`src/hw/rtl/dli2c_pkg.sv`:
```
`timescale 1ns / 1ps

package dli2c_pkg;

  localparam int HOLD_W = 14;

  // Phase hold times in microseconds
  localparam logic [HOLD_W-1:0] HOLD_IDLE_HIGH  = 14'd10000;
  localparam logic [HOLD_W-1:0] HOLD_START_SDA  = 14'd100;
  localparam logic [HOLD_W-1:0] HOLD_CLK        = 14'd150;
  localparam logic [HOLD_W-1:0] HOLD_START_GAP  = 14'd2000;
  localparam logic [HOLD_W-1:0] HOLD_BIT_SETUP  = 14'd5;
  localparam logic [HOLD_W-1:0] HOLD_ACK_SETUP  = 14'd50;
  localparam logic [HOLD_W-1:0] HOLD_ACK_GAP    = 14'd1200;
  localparam logic [HOLD_W-1:0] HOLD_STOP_SETUP = 14'd300;
  localparam logic [HOLD_W-1:0] HOLD_RELEASE    = 14'd0;

  // Last phase index inside each segment
  localparam logic [2:0] START_LAST = 3'd3;
  localparam logic [2:0] BIT_LAST   = 3'd2;
  localparam logic [2:0] ACK_LAST   = 3'd2;
  localparam logic [2:0] STOP_LAST  = 3'd4;

  typedef enum logic [1:0] {
    SEG_START,
    SEG_BITS,
    SEG_ACK,
    SEG_STOP
  } seg_t;

  typedef struct packed {
    logic       load;
    logic       emit;
    seg_t       seg;
    logic [2:0] sub;
    logic [2:0] bit_idx;
    logic       last;
  } cmd_t;

  typedef struct packed {
    logic in_command;
    logic final_pair;
    logic out_free;
  } status_t;

endpackage

```
`src/hw/rtl/dli2c_ctrl.sv`:
```
`timescale 1ns / 1ps

module dli2c_ctrl (
  input  logic              clk,
  input  logic              rst_n,
  input  logic              in_tvalid,
  output logic              in_tready,
  input  dli2c_pkg::status_t status,
  output dli2c_pkg::cmd_t    cmd
);

  typedef enum logic [4:0] {
    ST_IDLE  = 5'b00001,
    ST_START = 5'b00010,
    ST_BITS  = 5'b00100,
    ST_ACK   = 5'b01000,
    ST_STOP  = 5'b10000
  } state_t;

  state_t     state_r, state_nxt;
  logic [2:0] sub_r, sub_nxt;
  logic [2:0] bit_r, bit_nxt;

  assign in_tready = (state_r == ST_IDLE);

  always_comb begin
    state_nxt   = state_r;
    sub_nxt     = sub_r;
    bit_nxt     = bit_r;
    cmd.load    = in_tvalid && in_tready;
    cmd.emit    = (state_r != ST_IDLE) && status.out_free;
    cmd.sub     = sub_r;
    cmd.bit_idx = bit_r;
    cmd.seg     = dli2c_pkg::SEG_START;
    cmd.last    = 1'b0;
    case (state_r)
      ST_IDLE: begin
        if (cmd.load) begin
          state_nxt = status.in_command ? ST_BITS : ST_START;
          sub_nxt   = '0;
          bit_nxt   = '1;
        end
      end
      ST_START: begin
        cmd.seg = dli2c_pkg::SEG_START;
        if (cmd.emit) begin
          if (sub_r == dli2c_pkg::START_LAST) begin
            state_nxt = ST_BITS;
            sub_nxt   = '0;
          end else begin
            sub_nxt = 3'(sub_r + 3'd1);
          end
        end
      end
      ST_BITS: begin
        cmd.seg = dli2c_pkg::SEG_BITS;
        if (cmd.emit) begin
          if (sub_r == dli2c_pkg::BIT_LAST) begin
            sub_nxt = '0;
            if (bit_r == 3'd0) begin
              state_nxt = ST_ACK;
            end else begin
              bit_nxt = 3'(bit_r - 3'd1);
            end
          end else begin
            sub_nxt = 3'(sub_r + 3'd1);
          end
        end
      end
      ST_ACK: begin
        cmd.seg  = dli2c_pkg::SEG_ACK;
        cmd.last = (sub_r == dli2c_pkg::ACK_LAST) && !status.final_pair;
        if (cmd.emit) begin
          if (sub_r == dli2c_pkg::ACK_LAST) begin
            state_nxt = status.final_pair ? ST_STOP : ST_IDLE;
            sub_nxt   = '0;
          end else begin
            sub_nxt = 3'(sub_r + 3'd1);
          end
        end
      end
      ST_STOP: begin
        cmd.seg  = dli2c_pkg::SEG_STOP;
        cmd.last = (sub_r == dli2c_pkg::STOP_LAST);
        if (cmd.emit) begin
          if (sub_r == dli2c_pkg::STOP_LAST) begin
            state_nxt = ST_IDLE;
            sub_nxt   = '0;
          end else begin
            sub_nxt = 3'(sub_r + 3'd1);
          end
        end
      end
      default: begin
        state_nxt = ST_IDLE;
        sub_nxt   = '0;
      end
    endcase
  end

  always_ff @(posedge clk) begin
    if (!rst_n) begin
      state_r <= ST_IDLE;
      sub_r   <= '0;
      bit_r   <= '1;
    end else begin
      state_r <= state_nxt;
      sub_r   <= sub_nxt;
      bit_r   <= bit_nxt;
    end
  end

endmodule

```
`src/hw/rtl/dli2c_datapath.sv`:
```
`timescale 1ns / 1ps

module dli2c_datapath (
  input  logic               clk,
  input  logic               rst_n,
  input  dli2c_pkg::cmd_t    cmd,
  input  logic [15:0]        in_tdata,
  input  logic               in_tlast,
  input  logic               out_tready,
  output logic               out_tvalid,
  output logic [23:0]        out_tdata,
  output logic               out_tlast,
  output dli2c_pkg::status_t status
);

  logic [7:0] left_r;
  logic [7:0] right_r;
  logic       final_r;
  logic       in_command_r;
  logic       left_last_r;
  logic       right_last_r;

  logic                         out_valid_r;
  logic                         scl_r, sda_l_r, sda_r_r, dd_r, cd_r, last_r;
  logic [dli2c_pkg::HOLD_W-1:0] hold_r;

  logic                         scl_nxt, sda_l_nxt, sda_r_nxt, dd_nxt, cd_nxt;
  logic [dli2c_pkg::HOLD_W-1:0] hold_nxt;
  logic                         bits_done;
  logic                         stop_done;

  assign status.in_command = in_command_r;
  assign status.final_pair = final_r;
  assign status.out_free   = !out_valid_r || out_tready;

  assign bits_done = cmd.emit && (cmd.seg == dli2c_pkg::SEG_BITS) &&
                     (cmd.bit_idx == 3'd0) && (cmd.sub == dli2c_pkg::BIT_LAST);
  assign stop_done = cmd.emit && (cmd.seg == dli2c_pkg::SEG_STOP) &&
                     (cmd.sub == dli2c_pkg::STOP_LAST);

  // Pin phase for the current segment and step
  always_comb begin
    scl_nxt   = 1'b0;
    sda_l_nxt = 1'b1;
    sda_r_nxt = 1'b1;
    dd_nxt    = 1'b1;
    cd_nxt    = 1'b1;
    hold_nxt  = dli2c_pkg::HOLD_RELEASE;
    case (cmd.seg)
      dli2c_pkg::SEG_START: begin
        case (cmd.sub)
          3'd0: begin
            scl_nxt  = 1'b1;
            hold_nxt = dli2c_pkg::HOLD_IDLE_HIGH;
          end
          3'd1: begin
            scl_nxt   = 1'b1;
            sda_l_nxt = 1'b0;
            sda_r_nxt = 1'b0;
            hold_nxt  = dli2c_pkg::HOLD_START_SDA;
          end
          3'd2: begin
            sda_l_nxt = 1'b0;
            sda_r_nxt = 1'b0;
            hold_nxt  = dli2c_pkg::HOLD_CLK;
          end
          default: begin
            hold_nxt = dli2c_pkg::HOLD_START_GAP;
          end
        endcase
      end
      dli2c_pkg::SEG_BITS: begin
        sda_l_nxt = left_r[cmd.bit_idx];
        sda_r_nxt = right_r[cmd.bit_idx];
        case (cmd.sub)
          3'd0: hold_nxt = dli2c_pkg::HOLD_BIT_SETUP;
          3'd1: begin
            scl_nxt  = 1'b1;
            hold_nxt = dli2c_pkg::HOLD_CLK;
          end
          default: hold_nxt = dli2c_pkg::HOLD_CLK;
        endcase
      end
      dli2c_pkg::SEG_ACK: begin
        sda_l_nxt = left_last_r;
        sda_r_nxt = right_last_r;
        dd_nxt    = 1'b0;
        case (cmd.sub)
          3'd0: hold_nxt = dli2c_pkg::HOLD_ACK_SETUP;
          3'd1: begin
            scl_nxt  = 1'b1;
            hold_nxt = dli2c_pkg::HOLD_CLK;
          end
          default: hold_nxt = dli2c_pkg::HOLD_ACK_GAP;
        endcase
      end
      default: begin
        case (cmd.sub)
          3'd0: begin
            sda_l_nxt = left_last_r;
            sda_r_nxt = right_last_r;
            hold_nxt  = dli2c_pkg::HOLD_STOP_SETUP;
          end
          3'd1: begin
            sda_l_nxt = 1'b0;
            sda_r_nxt = 1'b0;
            hold_nxt  = dli2c_pkg::HOLD_CLK;
          end
          3'd2: begin
            scl_nxt   = 1'b1;
            sda_l_nxt = 1'b0;
            sda_r_nxt = 1'b0;
            hold_nxt  = dli2c_pkg::HOLD_CLK;
          end
          3'd3: begin
            scl_nxt  = 1'b1;
            hold_nxt = dli2c_pkg::HOLD_IDLE_HIGH;
          end
          default: begin
            // release everything
            scl_nxt  = 1'b1;
            dd_nxt   = 1'b0;
            cd_nxt   = 1'b0;
            hold_nxt = dli2c_pkg::HOLD_RELEASE;
          end
        endcase
      end
    endcase
  end

  always_ff @(posedge clk) begin
    if (cmd.load) begin
      left_r  <= in_tdata[7:0];
      right_r <= in_tdata[15:8];
      final_r <= in_tlast;
    end
    if (cmd.emit) begin
      scl_r   <= scl_nxt;
      sda_l_r <= sda_l_nxt;
      sda_r_r <= sda_r_nxt;
      dd_r    <= dd_nxt;
      cd_r    <= cd_nxt;
      hold_r  <= hold_nxt;
      last_r  <= cmd.last;
    end
  end

  always_ff @(posedge clk) begin
    if (!rst_n) begin
      out_valid_r  <= 1'b0;
      in_command_r <= 1'b0;
      left_last_r  <= 1'b1;
      right_last_r <= 1'b1;
    end else begin
      if (cmd.emit) begin
        out_valid_r <= 1'b1;
      end else if (out_tready) begin
        out_valid_r <= 1'b0;
      end
      if (cmd.load) begin
        in_command_r <= 1'b1;
      end else if (stop_done) begin
        in_command_r <= 1'b0;
      end
      if (bits_done) begin
        left_last_r  <= left_r[0];
        right_last_r <= right_r[0];
      end else if (stop_done) begin
        left_last_r  <= 1'b1;
        right_last_r <= 1'b1;
      end
    end
  end

  assign out_tvalid = out_valid_r;
  assign out_tlast  = last_r;
  assign out_tdata  = {5'b0, hold_r, cd_r, dd_r, sda_r_r, sda_l_r, scl_r};

endmodule

```
`src/hw/rtl/dual_lane_i2c_write_master.sv`:
```
`timescale 1ns / 1ps

// Dual-lane I2C write master: each accepted item is a byte pair, one byte per
// SDA line, both lines sharing one SCL. The block answers with pin phases
// (levels, drive enables, hold time in us), one phase per cycle while
// out_tready is high, set by the controller stepping one phase per clock.
// A pair gives 27 phases (24 bit, 3 acknowledge), plus 4 start phases on the
// first pair of a command and 5 stop phases on a pair marked tlast, so an
// item gives 27 to 36 phases. The next item is taken once the last phase of
// the current one has entered the output register. tlast on the result marks
// the last phase of each item. Acknowledges are not sampled.

module dual_lane_i2c_write_master (
  input  logic        clk,
  input  logic        rst_n,
  input  logic        in_tvalid,
  output logic        in_tready,
  input  logic [15:0] in_tdata,   // left_byte[7:0], right_byte[15:8]
  input  logic        in_tlast,   // final_pair
  output logic        out_tvalid,
  input  logic        out_tready,
  output logic [23:0] out_tdata,  // clock_level[0], left_data_level[1],
                                  // right_data_level[2], data_drive[3],
                                  // clock_drive[4], hold_us[18:5], zero[23:19]
  output logic        out_tlast   // end_of_run
);

  dli2c_pkg::cmd_t    cmd;
  dli2c_pkg::status_t status;

  dli2c_ctrl u_ctrl (
    .clk       (clk),
    .rst_n     (rst_n),
    .in_tvalid (in_tvalid),
    .in_tready (in_tready),
    .status    (status),
    .cmd       (cmd)
  );

  dli2c_datapath u_datapath (
    .clk        (clk),
    .rst_n      (rst_n),
    .cmd        (cmd),
    .in_tdata   (in_tdata),
    .in_tlast   (in_tlast),
    .out_tready (out_tready),
    .out_tvalid (out_tvalid),
    .out_tdata  (out_tdata),
    .out_tlast  (out_tlast),
    .status     (status)
  );

  a_no_emit_while_idle: assert property (@(posedge clk) disable iff (!rst_n)
    !(in_tready && cmd.emit))
    else $error("phase issued while waiting for an item");

  a_load_starts_work: assert property (@(posedge clk) disable iff (!rst_n)
    cmd.load |=> !in_tready)
    else $error("controller stayed idle after taking an item");

  a_release_ends_run: assert property (@(posedge clk) disable iff (!rst_n)
    (out_tvalid && !out_tdata[4]) |-> (out_tlast && !out_tdata[3]))
    else $error("clock released on a phase that does not end a run");

  a_stop_clears_command: assert property (@(posedge clk) disable iff (!rst_n)
    (cmd.emit && cmd.seg == dli2c_pkg::SEG_STOP && cmd.last) |=> !status.in_command)
    else $error("command still open after stop");

endmodule
```
`config.mk`:
```
export PLATFORM = sky130hd
export DESIGN_NAME = dual_lane_i2c_write_master
export DESIGN_NICKNAME = d
export VERILOG_FILES = /design/src/hw/rtl/dli2c_pkg.sv /design/src/hw/rtl/dli2c_ctrl.sv /design/src/hw/rtl/dli2c_datapath.sv /design/src/hw/rtl/dual_lane_i2c_write_master.sv
export SDC_FILE = /design/constraint.sdc
export NUM_CORES = 1
export LEC_CHECK = 0
export ABC_AREA = 1
export BUFFER_PORTS_ARGS = -buffer_cell sky130_fd_sc_hd__buf_2
export CAP_MARGIN = 20
export CORE_UTILIZATION = 40
export CTS_CLUSTER_SIZE = 28
export DETAILED_ROUTE_END_ITERATION = 10
export GPL_TIMING_DRIVEN = 0
export HOLD_SLACK_MARGIN = 0.15
export SYNTH_ARGS = -nofsm -noshare
export SYNTH_HDL_FRONTEND = slang
export SYNTH_SLANG_ARGS = --single-unit
```
`constraint.sdc`:
```
create_clock -name clk -period 2.97 [get_ports clk]
set_clock_uncertainty 0.2 [all_clocks]
set_input_delay 0.297 -clock clk [delete_from_list [all_inputs] [get_ports clk]]
set_output_delay 0.297 -clock clk [all_outputs]
set_load 0.02 [all_outputs]
```
## After elaboration in Yosys (flattened, before gate mapping)

Index checks and enable logic that the tools add are counted.

- Eq/ne operators: 25
- Add/subtract/negate cells: 2
- Muxes and demuxes: 55
- Shift-type cells: 0
- Multipliers: 0
- Reduce and logical (&&, ||, !) cells: 28
- Magnitude comparators: 1
- Div/mod/pow operators: 0
- Bitwise operators: 0

Operator list:

| kind | number |
|---|---|
| 14-bit one-hot mux with 3 select lines | 3 |
| 5-bit 2-to-1 mux | 11 |
| 3-bit 2-to-1 mux | 12 |
| 5-bit one-hot mux with 5 select lines | 1 |
| 11-bit one-hot mux with 2 select lines | 1 |
| 2-bit by 1-bit != test with 1-bit output, second input constant | 10 |
| 1-bit 2-to-1 mux | 14 |
| 3-bit one-hot mux with 4 select lines | 1 |
| 1-bit one-hot mux with 2 select lines | 5 |
| 10-bit AND reduction | 1 |
| 2-bit OR reduction | 5 |
| 1-bit logical AND | 8 |
| 8-bit 2-to-1 mux | 1 |
| 2-bit nonzero test | 4 |
| 1-bit binary-select mux with 3-bit select | 2 |
| 3-bit by 2-bit == test with 1-bit output, second input constant | 2 |
| 3-bit zero test | 2 |
| 1-bit one-hot mux with 3 select lines | 2 |
| 2-bit one-hot mux with 3 select lines | 1 |
| 3-bit one-hot mux with 2 select lines | 1 |
| 5-bit by 1-bit == test with 1-bit output, second input constant | 1 |
| 5-bit by 2-bit == test with 1-bit output, second input constant | 1 |
| 5-bit by 3-bit == test with 1-bit output, second input constant | 1 |
| 5-bit by 4-bit == test with 1-bit output, second input constant | 1 |
| other kinds (17) | 20 |

- Memories: 0
- Memory bits (writable): 0
- Latch bits: 0
- Word-level logic and storage cells: 128
- Input port bits: 21
- Register bits: 52
- Bits in read-only memories: 0

## Longest topological paths before layout

- Depth in word-level cells: 7
- Gate-level depth with buffers: 13
- Gate-level depth less buffers: 13

## Hierarchy

A second synthesis with hierarchy kept.

- Cells, all modules: 336
- Area total of the unflattened synthesis: 2819.0 um^2

By module, submodules not included:

| module | cells each | sequential area each (um^2) | instances | area an instance (um^2) |
|---|---|---|---|---|
| dli2c_datapath | 200 | 1131.1 | 1 | 1948.1 |
| dli2c_ctrl | 136 | 220.2 | 1 | 870.8 |

## Worst setup path before layout

OpenSTA, ideal clock, no wires.

- Path type: register -> register
- Start: reg u_ctrl.state_r[2]
- End: reg u_datapath.hold_r[4] (netlist bit), data pin
- Required time: 2.499 ns
- Period minus slack after synthesis: 2.083 ns
- Setup slack: 0.887 ns
- Library setup time: 0.271 ns
- Arrival time: 1.612 ns
- Stages on the path, launching flop included: 12
- Cells stage by stage: dfxtp_1 > nor2_4 > nand3_1 > nand2_1 > inv_1 > ha_1 > inv_1 > nor2_1 > o21ai_1 > nand2_1 > inv_1 > o211ai_1

- Word-level cells in the longest chain between the ends: 4
- Elaborated cells between the ends (all ways): 8
- Those cells by class: 5 x eq/ne; 2 x mux; 1 x reduce/logical

RTL lines:

| item | RTL line | text |
|---|---|---|
| start: declaration | dli2c_ctrl.sv:20 | `state_t state_r, state_nxt;` |
| start signal: assignment | dli2c_ctrl.sv:107 | `state_r <= state_nxt;` |
| 5-bit == test, or another cell as far along | dli2c_ctrl.sv:36 | `case (state_r)` |
| 2-bit one-hot mux with 3 select lines (*) | dli2c_ctrl.sv:36 |  |
| 2-bit == test, or another cell as far along | dli2c_datapath.sv:49 | `case (cmd.seg)` |
| 14-bit one-hot mux with 3 select lines (*) | dli2c_datapath.sv:49 |  |
| named net u_datapath.hold_nxt, one bit | dli2c_datapath.sv:28 | `logic [dli2c_pkg::HOLD_W-1:0] hold_nxt;` |
| end signal: assignment | dli2c_datapath.sv:143 | `hold_r <= hold_nxt;` |
| end: declaration | dli2c_datapath.sv:25 | `logic [dli2c_pkg::HOLD_W-1:0] hold_r;` |

Mark *: on every way through the listed nets, which the timed path passes. The rest lies on a longest branch.
A chain may end at the register's enable or synchronous reset.

## Final worst setup path

- Start: reg u_ctrl.state_r[2]
- End: reg u_datapath.hold_r[1] (netlist bit), data pin

Same word-level chain as after synthesis.

==> summary.md <==
| Metric | Value |
|---|---|
| Hold WC Path Type | `primary input to flop` |
| Vias per cell | `just under 5` |
| Hold Vio Cnt, Final | `0` |
| Clk slew on worst S/H paths | `0.08 ns` |
| Antenna fix cells | `0` |
| Later-pin clock latency in the skew report | `a little over 0.3 ns` |
| FF+latch count, synth | `50` |
| Routed wire length | `approximately 5300 µm` |
| Worst path slowest cell | `dfxtp_1` |
| GPL Wtd Cong | `a little under 0.9` |
| Setup slack, reg-to-reg | `slightly below 0.6 ns` |
| Clock Path Buffers | `2` |
| Mapped Area | `~0.0028 mm²` |
| Worst Path Max Fanout | `8` |
| Fraction of layout cells with a size suffix above 1 | `between 20% and 30%` |
| CP max stage delay | `approximately 0.35 ns` |
| Min Clock Period, post-route | `2.37 ns` |
| Clk sink count | `50` |
| Pleak | `about 1.5 nW` |
| Crit end category | `flop` |
| Ports | `48` |
| Worst Slack Setup Final | `around 0.6 ns` |
| Tcrit/Tclk final | `between 70% and 80%` |
| Min Hold Slack | `around 0.25 ns` |
| YS warnings | `0` |
| GR Util All Layers | `15.2%` |
| Startpoint types | `flop` |
| Via count | `between 2,000 and 2,500` |
| P&R area growth vs syn | `22.5%` |
| Register area share after synthesis | `between 40% and 50%` |
| CTS tree | `built` |
| Pwr Density | `772 mW/mm²` |
| Max rail drop VDD | `around 0.37 mV` |
| WL/cell | `11.6 µm` |
| Status | `complete, no violations` |
| Largest net degree at the start of global routing | `21` |
| PortBufs | `40` |
| Slew Limit Fails | `0` |
| # DRC | `0` |
| CTS root buffer | `clkbuf_8` |
| Congestion Overflow GR | `0` |
| RSZ-0062 raised after global routing | `false` |
| DIE AREA | `0.00728 mm²` |
| Final ANT Viol Nets | `0` |
| Std-Cell Rows | `29` |
| Yosys cell types | `34` |
| Hold path start | `in_tvalid` |
| Initial Util | `between 40% and 50%` |
| TNS Setup | `0 ns` |
| Setup-failing EPs final | `0` |
| CP bufs+invs | `2` |
| Placed Instances | `~430` |
| Core box area | `about 0.0065 mm²` |
| Cts bufs inserted | `5` |
| Crit-path leading delay family | `simple AND/OR/NAND/NOR gates` |
| Dpl ws | `0.592 ns` |
| Crit-path cells | `nor2_4 > nand3_1 > nand2_1 > inv_1 > ha_1 > inv_1 > nor2_1 > a211oi_1 > o21ai_0` |
| Final nets | `415` |
| CP startpoint | `u_ctrl.state_r[2]` |
| Initial DRC count | `69` |
| Syn Inst Count | `307` |
| H-tree Lvls | `2` |
| Crit path top cell by count | `inv_1` |
| Kind of critical path | `flop to flop` |
| Synth Area per Inst | `9.04 µm²` |
| Drt pass-1 iters | `4` |
| Initial antenna violation count | `0` |
| Reg2reg start | `u_ctrl.state_r[2]` |
| Worst EP required | `roughly 2.8 ns` |
| Post-DP Area | `~0.0031 mm²` |
| Fillers | `about 630` |
| Fmax | `~420 MHz` |
| Dpl hpwl | `approximately 4000 µm` |
| Die Span X | `85.3 µm` |
| Finished Layout Cells | `between 400 and 500` |
| Design area | `roughly 0.0034 mm²` |
| Die Height | `85.3 µm` |
| Vias in the first global route | `2,032` |
| First-pass GRT wire length | `8880 µm` |
| Reported max-cap violation count | `0` |
| Critical path data arrival time | `~2.2 ns` |
| Post_cts resized | `0` |
## repair_timing
action | 4_1_cts | 5_1_grt
hold buffers | 19 | 0
buffers inserted | 0 | 0
hold endpoints to repair | 22 | 0
## synthesized netlist by cell type
library cell  instances  area (µm²)
inv_4                 1        6.26
nand3_1              20         100
o21ai_1               3        15.0
a31oi_1               2        12.5
nand4_2               2        25.0
nor2_1               22        82.6
nand3_4               2        35.0
dfxtp_1              15         300
o32ai_1               1        8.76
ha_1                 14         175
o21ai_4               1        16.3
nand4_1               7        43.8
nand2_1              55         206
clkbuf_1              1        3.75
nor2_2                5        31.3
o21ai_0              17        85.1
o21a_1                1        7.51
inv_1                40         150
nor3_1                1        5.00
o21ai_2               1        8.76
inv_2                 4        15.0
o211ai_1              4        30.0
xnor2_1               1        8.76
nor2_4                4        45.0
nand3_2               2        20.0
conb_1                1        3.75
o31ai_1               1        7.51
buf_4                13        97.6
edfxtp_1             35        1050
a21oi_1              18        90.1
buf_2                 3        15.0
nand2_4               1        11.3
a211oi_1              4        30.0
nand2_2               5        31.3
## cells by family after synthesis
kind of cell	Yosys count	share of synthesized area (%)
adder cells (fa/ha/maj)	14	6.31
AO/OA/AOI/OAI	53	11.2
buffers and inverters	62	10.4
other	1	0.135
AND/OR/NAND/NOR	126	22.9
flip-flops	50	48.7
XOR/XNOR	1	0.316
## per-layer routing
| metal | track usage, % | up-vias | routed length, µm |
|---|---|---|---|
| li1 | - | 1148 | - |
| met1 | 18.7 | 996 | 2420 |
| met2 | 27.9 | 58 | 2670 |
| met3 | 2.63 | 2 | 195 |
| met4 | 3.64 | 0 | 15 |
| met5 | 0 | - | 0 |
## sequential cells by signal, summed over array words and instances, names as in the netlist, 3 cells and up
register and count:
u_datapath.hold_r 12, u_datapath.left_r 8, u_ctrl.state_r 5, u_ctrl.bit_r 3, u_datapath.right_r 8, u_ctrl.sub_r 3
## through the flow
step	total power, mW	utilization (%)
final	2.62	52.0
after global routing	2.81	52.0
after CTS	2.65	52.0
after detailed placement	2.16	47.5
after global placement	2.14	47.4
after floorplan	1.90	-
## layout make-up
cell class              instances  area (µm²)  area share [%]
plain buffers                  17         116            3.42
clock buffers                   5        68.8            2.02
clock inverters                 2        38.8            1.14
inverters                      45         171            5.04
multi-input cells             201        1160            34.1
flip-flops and latches         50        1350            39.7
well taps                      77        96.3            2.83
repair buffers                 60         398            11.7
## worst register-to-register path: stages (launching register included)
cell and delay [ns]:
dfxtp_1 0.35, nor2_4 0.24, nand3_1 0.20, nand2_1 0.22
inv_1 0.09, ha_1 0.25, inv_1 0.13, nor2_1 0.08
a211oi_1 0.23, o21ai_0 0.12
## placed cells by master (no fill, tap or decap), drive strengths merged, types with 2 or more instances in the layout
master       count
a211oi           4
o21ai           22
edfxtp          35
dfxtp           15
a21oi           18
a31oi            2
conb             7
nand4            9
inv             45
nand2           61
clkbuf           6
nor2            31
o211ai           4
nand3           24
ha              14
buf             57
dlygate4sd3     19
## final timing paths
check	cells after the start	endpoint
worst min-delay path	4	u_ctrl.state_r[0]
worst max register to register	9	u_datapath.hold_r[1]
worst min register to register	2	u_datapath.in_command_r
worst max-delay path	9	u_datapath.hold_r[1]
## power breakdown
group          total [mW]  internal, mW  switching, mW
clock               0.469         0.248          0.221
sequential           1.10          1.02         0.0819
combinational        1.06         0.346          0.710
total                2.62          1.61           1.01
(Power assumes the default switching activity.)
